`config.mk`:
```
export PLATFORM = sky130hd
export DESIGN_NAME = knn_cell
export DESIGN_NICKNAME = d
export VERILOG_FILES = /design/src/knn_pkg.sv /design/src/knn_cell.sv
export SDC_FILE = /design/constraint.sdc
export NUM_CORES = 1
export LEC_CHECK = 0
export ABC_AREA = 1
export ABC_CLOCK_PERIOD_IN_PS = 2400
export CORE_MARGIN = 4
export CORE_UTILIZATION = 50
export CTS_CLUSTER_SIZE = 10
export DETAILED_ROUTE_END_ITERATION = 16
export DONT_BUFFER_PORTS = 1
export HOLD_SLACK_MARGIN = 0.06
export PLACE_DENSITY = 0.77
export SYNTH_ARGS = -nofsm -noshare
export SYNTH_HDL_FRONTEND = slang
export SYNTH_SLANG_ARGS = --single-unit
```
`constraint.sdc`:
```
create_clock -name clk -period 2.4 [get_ports clk]
set_input_delay 0.48 -clock clk [delete_from_list [all_inputs] [get_ports clk]]
set_output_delay 0.48 -clock clk [all_outputs]
set_load 0.02 [all_outputs]
```
`src/knn_pkg.sv`:
```
// Package for the k-nearest-neighbor classifier: sizes, command and status
// codes, item types and the shared top-k cell interface. No dependencies.
package knn_pkg;

  localparam int MaxTraining = 256;
  localparam int MaxFeatures = 64;
  localparam int MaxK        = 16;
  localparam int NumClasses  = 16;

  localparam int SlotW = $clog2(MaxTraining);
  localparam int FeatW = $clog2(MaxFeatures);
  localparam int AddrW = SlotW + FeatW;
  localparam int DistW = 22;
  localparam int KW    = $clog2(MaxK);

  localparam logic [1:0] CMD_LOAD  = 2'd0;
  localparam logic [1:0] CMD_QUERY = 2'd1;
  localparam logic [1:0] CMD_CLEAR = 2'd2;

  localparam logic [1:0] ST_OK       = 2'd0;
  localparam logic [1:0] ST_EMPTY    = 2'd1;
  localparam logic [1:0] ST_MISMATCH = 2'd2;

  localparam logic REG_K   = 1'b0;
  localparam logic REG_LEN = 1'b1;

  typedef struct packed {
    logic [1:0] cmd;
    logic [7:0] feature_value;
    logic [3:0] class_label;
    logic       last_feature;
  } in_item_t;

  typedef struct packed {
    logic [3:0] predicted_label;
    logic [1:0] status;
  } out_item_t;

  // candidate traveling down the cell chain
  typedef struct packed {
    logic             vld;
    logic [DistW-1:0] sq_dist;
    logic [SlotW-1:0] idx;
    logic [3:0]       label;
  } cand_t;

  typedef struct packed {
    logic clear;
    logic active;
  } cell_ctl_t;

endpackage

```
`src/knn_cell.sv`:
```
// One slot of the sorted top-k chain. Keeps the best candidate seen so far
// and hands the displaced one to its neighbor. Depends on knn_pkg.
module knn_cell (
  input  logic              clk,
  input  logic              rst,
  input  knn_pkg::cell_ctl_t ctl,
  input  knn_pkg::cand_t    cin,
  output knn_pkg::cand_t    cout,
  output knn_pkg::cand_t    held
);

  knn_pkg::cand_t slot;
  logic           wins;

  assign held = slot;

  // equal distances go to the lower store index
  assign wins = cin.vld && (!slot.vld || cin.sq_dist < slot.sq_dist
                || (cin.sq_dist == slot.sq_dist && cin.idx < slot.idx));

  always_ff @(posedge clk) begin
    if (rst) begin
      slot     <= '0;
      cout.vld <= 1'b0;
    end else if (ctl.clear) begin
      slot.vld <= 1'b0;
      cout.vld <= 1'b0;
    end else if (ctl.active) begin
      if (wins) begin
        slot <= cin;
        cout <= slot;
      end else begin
        cout <= cin;
      end
    end else begin
      cout.vld <= 1'b0;
    end
  end

  a_clear_empties: assert property (@(posedge clk) disable iff (rst)
    ctl.clear |=> !slot.vld) else $error("cell not cleared");
  a_idle_no_out: assert property (@(posedge clk) disable iff (rst)
    (!ctl.active && !ctl.clear) |=> !cout.vld) else $error("output while idle");
  a_slot_kept: assert property (@(posedge clk) disable iff (rst)
    (slot.vld && !ctl.clear) |=> slot.vld) else $error("held candidate lost");

endmodule

```
==> impl_metrics.py, run 1 <==
metrics = {
    "run_status": {
        "outcome": "finished clean",
    },
    "placement": {
        "port-buffer-count": 0,
        "dp_hpwl_um": 6760,
        "dpl-instance-area_um2": 4270,
        "place_congestion": 0.808,
    },
    "setup_path": {
        "cp_max_fo": 22,
        "cpPeakStageDelay_ns": 0.35,
        "required_ns": 2.47,
        "crit_path_end_kind": "register",
        "path_buf_inv": 2,
        "start_kind": "register",
        "crit_chain": "inv_1 -> ha_1 -> nand2_1 -> nor2_1 -> nand2_1 -> nor2_1 -> nand2_1 -> nand3_2 -> nand3_4 -> nand2_2 -> buf_4 -> o21ai_0",
        "cp.arrival_ns": 2.24,
        "critPathTopFamily": "simple AND/OR/NAND/NOR gates",
        "rr_startpoint": "held[29]",
        "slowest_stage": "dfxtp_1",
        "path_common_cell": "nand2_1",
        "crit_type": "register to register",
        "startpoint": "held[29]",
    },
    "clocking": {
        "clock_latency_ns": 0.33,
        "post_cts_buffers": 0,
        "cts_max_level": 3,
        "cts_sinks": 70,
        "cts-root-buf": "clkbuf_8",
        "cts_tree": "yes",
        "clkTransAtPathRegs_ns": 0.08,
        "ctsLongestPathBuffers": 2,
        "cts_made_buffers": 9,
    },
    "logic_synthesis": {
        "netlist_area_um2": 3920,
        "yosys_warnings": 0,
        "synthCells": 521,
        "ys_types": 22,
        "avgSynthCellArea_um2": 7.52,
        "yosysSeqAreaShare_pct": 44.4,
        "ys_ff_latch": 70,
        "synth_nets": 589,
    },
    "floorplanning": {
        "coreArea_um2": 7690,
        "rows": 32,
        "io_pins": 109,
        "die_x_um": 96.5,
        "start_util_pct": 51.0,
        "die_area_um2": 9320,
        "die_height_um": 96.5,
    },
    "sta": {
        "skew_ns": 0.0124,
        "rsz0062_at_grt": "no",
        "relSlewSlack_pct": 27.9,
        "fin_setup_tns_ns": 0,
        "finalCritPeriodShare_pct": 90.4,
        "period_needed_ns": 2.17,
        "fmax_ghz": 0.461,
        "finalSetupViolations": 0,
        "drv_slew": 0,
        "tightest_slew_ns": 1.08,
        "hold_viol": 0,
    },
    "detailed_routing": {
        "first_iter_violations": 168,
        "viasPerCell": 4.91,
        "wl_per_cell_um": 14.1,
        "first_pass_iters": 4,
        "post-route-drc-count": 0,
        "detail-route-antenna-nets": 0,
        "wirelength_um": 9250,
        "dr_total_vias": 3208,
    },
    "pwr": {
        "power.density_nw_per_um2": 656,
        "switching_share_pct": 25.8,
        "p_sw_uw": 765,
        "pwr-share-clk_pct": 39.3,
        "leakagePower_nw": 2.24,
        "internal-power_mw": 2.20,
        "vdd.ir_drop.worst_v": 0.000388,
        "combPwrFrac_pct": 14.6,
        "seq_power_share_pct": 46.1,
        "power_mw": 2.97,
    },
    "flow_run": {
        "drv_cap": 0,
    },
    "grt": {
        "globalRouteOverflowTotal": 0,
        "grt.total_usage_pct": 20.8,
        "antenna_found_initial": 0,
        "grt_pass1_vias": 3120,
        "grt_pass1_wl_um": 14900,
        "grt_max_degree": 47,
    },
    "layout": {
        "layout_commonest_cell": "nand2_1",
        "drive_gt1_share_pct": 10.9,
        "syn2layout_area_growth_pct": 15.3,
        "final_nets": 615,
        "final_area_um2": 4520,
        "fill_cells": 732,
        "antenna_cells": 0,
        "final_cell_mix": "144 x nand2_1, 116 x inv_1, 43 x nor2_1",
    },
    "min_path": {
        "hold_class": "primary input to register",
        "hold_start": "rst",
    },
}
[kinds of logic after synthesis]
kind of cell	synth area share, %
AOI/OAI and AO/OA	6.00
adders and majority gates	9.26
buffers and inverters	14.4
DFF	44.4
and+or+nand+nor	25.9
[power groups by stage]
| stage | combinational [mW] | clock, mW | sequential, mW |
|---|---|---|---|
| after CTS | 0.435 | 1.20 | 1.37 |
| after global placement | 0.416 | 0 | 1.39 |
| final | 0.432 | 1.17 | 1.37 |
| after floorplan | 0.287 | 0 | 1.42 |
| after global routing | 0.501 | 1.24 | 1.37 |
| after detailed placement | 0.433 | 0 | 1.40 |
[repair_timing]
| action | 4_1_cts | 5_1_grt |
|---|---|---|
| hold buffers | 0 | 0 |
| resized for setup | 0 | 1 |
| setup endpoints to repair | 0 | 1 |
| hold endpoints to repair | 0 | 0 |
[synth_stat cells (all sizes together)]
cell      n  area share (%)
dfxtp    36              18
a21oi     8             1.0
o21bai    1            0.19
nand4    34             5.4
and3      2            0.32
clkinv    2            0.19
a21o      1            0.19
o21ai    36             4.6
inv     116              11
clkbuf   11             1.1
edfxtp   34              26
nand3     8             1.8
ha       29             9.3
buf      12             2.0
nor2     46             4.5
nand2   145              14
[worst paths after layout]
path                                  to  slack [ns]  depth (start not counted)
worst max-delay path            cout[12]        0.23                         12
worst min-delay path            held[34]        0.26                          1
worst max register to register  cout[12]        0.23                         12
worst min register to register  held[27]        0.56                          4
[metrics by stage]
stage	hold WS (ns)	std cells	setup WS [ns]	utilization (%)
finish	0.261	654	0.230	58.8
global route	0.244	654	0.0327	58.8
CTS	0.239	654	0.235	58.8
detailed placement	0.551	638	0.183	55.6
global placement	0.543	638	0.219	55.6
floorplan	0.594	521	0.256	-
[layer usage]
layer / part of all wire [%] / vias to the layer above / track usage [%]
met3: 6.2 / 8 / 5.58
li1: - / 1669 / -
met5: 0 / - / 0
met2: 52 / 80 / 37.7
met1: 40 / 1451 / 23.4
met4: 1.2 / 0 / 7.36
[flip-flops by register name, summed over array words and instances (netlist names)]
| register | count |
|---|---|
| cout | 35 |
| held | 35 |
[worst register-to-register path, delay by kind of cell, from the launching register on]
kind | cells | cell delay [ns]
and+or+nand+nor | 8 | 0.85
DFF | 1 | 0.35
buffers and inverters | 2 | 0.30
adders and majority gates | 1 | 0.29
AOI/OAI and AO/OA | 1 | 0.11
[final cells by class]
cell class / count / area, um^2 / area share [%]
well taps: 102 / 128 / 2.82
multi-input cells: 310 / 1630 / 36.0
inverters: 118 / 443 / 9.80
repair buffers: 38 / 335 / 7.42
flip-flops and latches: 70 / 1740 / 38.5
clock inverters: 5 / 106 / 2.35
clock buffers: 11 / 141 / 3.13
No activity file was read; power rests on OpenSTA's default activity.
==> inputs of run 2 (changes only) <==
- CELL_PAD_IN_SITES_DETAIL_PLACEMENT: not set -> 1
- CELL_PAD_IN_SITES_GLOBAL_PLACEMENT: not set -> 2
- CORE_UTILIZATION: 50 -> 32
- PLACE_DENSITY: 0.77 -> 0.85
==> impl_metrics.py, run 2 (synthesized netlist as in run 1, its figures left out) <==
metrics = {
    "detailed_routing": {
        "post-route-drc-count": 0,
        "wirelength_um": 11000,
        "first_iter_violations": 96,
        "viasPerCell": 4.75,
        "first_pass_iters": 4,
        "dr_total_vias": 3327,
        "wl_per_cell_um": 15.7,
        "detail-route-antenna-nets": 0,
    },
    "flow_run": {
        "drv_cap": 0,
    },
    "layout": {
        "final_cells": 701,
        "antenna_cells": 0,
        "drive_gt1_share_pct": 11.0,
        "final_cell_mix": "144 x nand2_1, 116 x inv_1, 43 x nor2_1",
        "layout_commonest_cell": "nand2_1",
        "syn2layout_area_growth_pct": 18.8,
        "final_nets": 617,
    },
    "pwr": {
        "leakagePower_nw": 2.28,
        "switching_share_pct": 26.3,
        "combPwrFrac_pct": 14.4,
        "seq_power_share_pct": 43.3,
        "power.density_nw_per_um2": 678,
        "internal-power_mw": 2.33,
        "pwr-share-clk_pct": 42.3,
        "p_sw_uw": 831,
        "vdd.ir_drop.worst_v": 0.000285,
    },
    "setup_path": {
        "cp.arrival_ns": 2.40,
        "required_ns": 2.63,
        "rr_startpoint": "held[33]",
        "startpoint": "held[33]",
        "reg2reg_depth": 12,
        "crit_path_end_kind": "register",
        "ff2ff_setup_slack_ns": 0.23,
        "r2r-end": "held[25]",
        "cp_max_fo": 29,
        "start_kind": "register",
        "crit_type": "register to register",
    },
    "sta": {
        "fmax_ghz": 0.460,
        "fin_setup_tns_ns": 0,
        "period_needed_ns": 2.17,
        "tightest_slew_ns": 0.661,
        "rsz0062_at_grt": "no",
        "relSlewSlack_pct": 55.7,
        "finalSetupViolations": 0,
        "finalCritPeriodShare_pct": 90.5,
        "skew_ns": 0.00828,
        "drv_slew": 0,
        "hold_viol": 0,
    },
    "clocking": {
        "post_cts_buffers": 0,
        "cts_resized": 0,
        "clock_latency_ns": 0.34,
        "ctsLongestPathBuffers": 2,
        "clkTransAtPathRegs_ns": 0.06,
        "cts_made_buffers": 9,
        "cts-root-buf": "clkbuf_16",
        "cts_sinks": 70,
        "cts_tree": "yes",
        "cts_max_level": 3,
        "holdBufCountCts": 0,
    },
    "min_path": {
        "hold_class": "primary input to register",
        "hold_start": "rst",
        "holdPathEnd": "held[34]",
        "whs_path_depth": 1,
    },
    "grt": {
        "globalRouteOverflowTotal": 0,
        "grt_pass1_vias": 3604,
        "grt_max_degree": 38,
        "antenna_found_initial": 0,
        "grt_pass1_wl_um": 18200,
        "grt.total_usage_pct": 16.4,
    },
    "placement": {
        "dp_hpwl_um": 8180,
        "place_inst": 685,
        "place_congestion": 0.781,
        "port-buffer-count": 0,
    },
    "floorplanning": {
        "die_height_um": 119,
        "die_area_um2": 14100,
        "start_util_pct": 32.6,
        "io_pins": 109,
        "rows": 40,
        "die_x_um": 119,
        "coreArea_um2": 12000,
    },
    "run_status": {
        "outcome": "finished clean",
    },
}
-- run 2: changes by cell type in the layout (fill, tap and decap cells not counted), sizes merged --
cell,change
bufinv,-3
buf,+2
clkinvlp,-1
clkinv,-1
clkbuf,+5
-- run 2: how the worst max path moves through the flow --
| stage | end | slack [ns] | depth (start not counted) |
|---|---|---|---|
| final | held[25] | 0.23 | 12 |
| after global routing | held[7] | 0.004 | 15 |
| after CTS | held[29] | 0.09 | 15 |
| after detailed placement | held[27] | 0.04 | 14 |
| after global placement | held[1] | 0.08 | 14 |
| after floorplan | cout[28] | 0.26 | 13 |
-- run 2: power by group through the flow --
stage / clock network, mW / registers, mW / logic [mW]
floorplan: 0 / 1.42 / 0.287
global placement: 0 / 1.39 / 0.437
detailed placement: 0 / 1.39 / 0.460
CTS: 1.38 / 1.37 / 0.463
global route: 1.43 / 1.37 / 0.528
finish: 1.34 / 1.37 / 0.455
-- run 2: area by class of cell --
cell class / count / area (um^2)
Clock buffer: 16 / 302
Fill cell: 1469 / 7350
Inverter: 118 / 443
Multi-Input combinational cell: 310 / 1630
Sequential cell: 70 / 1740
Tap cell: 147 / 184
Timing Repair Buffer: 40 / 358
-- run 2: critical path, stage by stage (launching register included) --
cell and delay, ns:
dfxtp_1 0.35, inv_1 0.08, ha_1 0.30, nand2_1 0.10, nor2_4 0.16, nand3_1 0.09, nor2_1 0.09, nand3_1 0.13
nand3_4 0.12, buf_4 0.33, nand4_1 0.15, nand2_1 0.10, nor2_1 0.06
-- run 2: routing by layer --
layer / vias to the layer above / wire [um] / global-route usage (%) / part of all wire, %
met4: 0 / 207 / 7.46 / 1.9
li1: 1676 / - / - / -
met1: 1549 / 4690 / 18.5 / 43
met5: - / 0 / 0 / 0
met3: 19 / 713 / 4.93 / 6.5
met2: 83 / 5400 / 28.5 / 49
-- run 2: through the flow --
step	power [mW]	hold slack (ns)	setup WS, ns	cell area, um^2	utilization, %
floorplan	1.71	0.594	0.256	3920	-
global placement	1.83	0.555	0.0756	4340	36.1
detailed placement	1.85	0.567	0.0353	4340	36.1
CTS	3.21	0.248	0.0899	4640	38.7
global route	3.33	0.252	0.00384	4660	38.8
finish	3.16	0.260	0.227	4660	38.8
==> inputs of run 3 (changes only) <==
- SETUP_SLACK_MARGIN: not set -> 0.5
==> impl_metrics.py, run 3 (synthesized netlist as in run 1, its figures left out) <==
metrics = {
    "pwr": {
        "power_mw": 3.60,
        "power.density_nw_per_um2": 610,
        "leakagePower_nw": 2.73,
        "vdd.ir_drop.worst_v": 0.000265,
    },
    "layout": {
        "layout_commonest_cell": "nand2_1",
        "final_nets": 642,
        "syn2layout_area_growth_pct": 50.4,
        "drive_gt1_share_pct": 42.1,
        "antenna_cells": 0,
        "final_cell_mix": "97 x nand2_1, 95 x inv_1, 39 x buf_4",
        "final_cells": 726,
        "fill_cells": 1410,
        "final_area_um2": 5900,
    },
    "sta": {
        "finalCritPeriodShare_pct": 88.3,
        "setup_ws_ns": 0.281,
        "fmax_ghz": 0.472,
        "drv_slew": 0,
        "hold_viol": 0,
        "finalSetupViolations": 0,
        "period_needed_ns": 2.12,
        "skew_ns": 0.00699,
        "tightest_slew_ns": 0.454,
        "fin_setup_tns_ns": 0,
        "rsz0062_at_grt": "yes",
        "relSlewSlack_pct": 69.7,
    },
    "setup_path": {
        "cp_max_fo": 8,
        "required_ns": 2.67,
        "cp.arrival_ns": 2.39,
        "crit_type": "register to register",
        "crit_chain": "inv_4 -> ha_4 -> nand2_4 -> nor2_4 -> nand3_2 -> nor2_4 -> nand3_2 -> nand3_4 -> buf_6 -> nand3_4 -> buf_12 -> nand2_1 -> inv_1 -> nor2_1",
        "crit_path_end_kind": "register",
        "cpPeakStageDelay_ns": 0.35,
        "critPathTopFamily": "simple AND/OR/NAND/NOR gates",
        "slowest_stage": "dfxtp_2",
        "path_buf_inv": 4,
        "start_kind": "register",
    },
    "grt": {
        "grt_max_degree": 38,
        "grt_pass1_wl_um": 20400,
        "grt.total_usage_pct": 18.6,
        "antenna_found_initial": 0,
        "globalRouteOverflowTotal": 0,
        "grt_pass1_vias": 3868,
    },
    "placement": {
        "port-buffer-count": 0,
        "preCtsSetupSlack_ns": 0.121,
        "place_congestion": 0.759,
        "place_inst": 685,
        "dp_hpwl_um": 8250,
        "dpl-instance-area_um2": 4650,
    },
    "clocking": {
        "cts_sinks": 70,
        "cts_tree": "yes",
        "cts_made_buffers": 9,
        "cts-root-buf": "clkbuf_16",
        "clock_latency_ns": 0.34,
        "ctsLongestPathBuffers": 2,
        "clkTransAtPathRegs_ns": 0.06,
        "holdBufCountCts": 0,
        "cts_max_level": 3,
    },
    "detailed_routing": {
        "first_pass_iters": 4,
        "dr_total_vias": 3586,
        "first_iter_violations": 114,
        "detail-route-antenna-nets": 0,
        "viasPerCell": 4.94,
        "post-route-drc-count": 0,
        "wirelength_um": 13600,
        "wl_per_cell_um": 18.8,
    },
    "floorplanning": {
        "io_pins": 109,
        "die_x_um": 119,
        "rows": 40,
        "coreArea_um2": 12000,
        "die_height_um": 119,
        "die_area_um2": 14100,
        "start_util_pct": 32.6,
    },
    "flow_run": {
        "drv_cap": 0,
    },
    "min_path": {
        "hold_class": "primary input to register",
    },
    "run_status": {
        "outcome": "finished clean",
    },
}
[run 3: repair_timing]
action,4_1_cts,5_1_grt
buffers inserted,11,2
gates cloned,5,7
pin swaps,11,20
resized for setup,46,117
endpoints found under the setup margin,69,69
hold endpoints to repair,0,0
[run 3: worst paths after layout]
kind	from	to	slack (ns)	cells after the start
worst max-delay path	held[30]	held[3]	0.28	14
worst min-delay path	rst	held[34]	0.24	1
worst max register to register	held[30]	held[3]	0.28	14
worst min register to register	held[30]	held[30]	0.57	4
[run 3: area by class of cell]
class	instances	area [um^2]	share of cell area (%)
multi-input combinational	310	2320	39.4
clock buffer	13	270	4.58
inverter	118	445	7.55
sequential	70	1770	30.0
clock inverter	3	65.1	1.10
tap	147	184	3.12
timing repair buffer	65	836	14.2
[run 3: metal layers]
metal | global-route usage (%) | wire, um
met5 | 0 | 0
met4 | 7.60 | 319
met1 | 21.2 | 5690
met2 | 32.9 | 6950
met3 | 4.78 | 677
[run 3: power by group]
group          switching (mW)  leakage [nW]  internal [mW]
Sequential             0.0600         0.622           1.32
Clock                   0.508         0.166          0.994
Combinational           0.391          1.95          0.327
[run 3: metrics by stage]
| step | utilization, % | hold slack [ns] |
|---|---|---|
| 6_report | 49.1 | 0.237 |
| 5_1_grt | 49.1 | 0.246 |
| 4_1_cts | 44.4 | 0.236 |
| 3_5_place_dp | 38.7 | 0.553 |
| 3_3_place_gp | 38.7 | 0.544 |
| 2_1_floorplan | - | 0.578 |
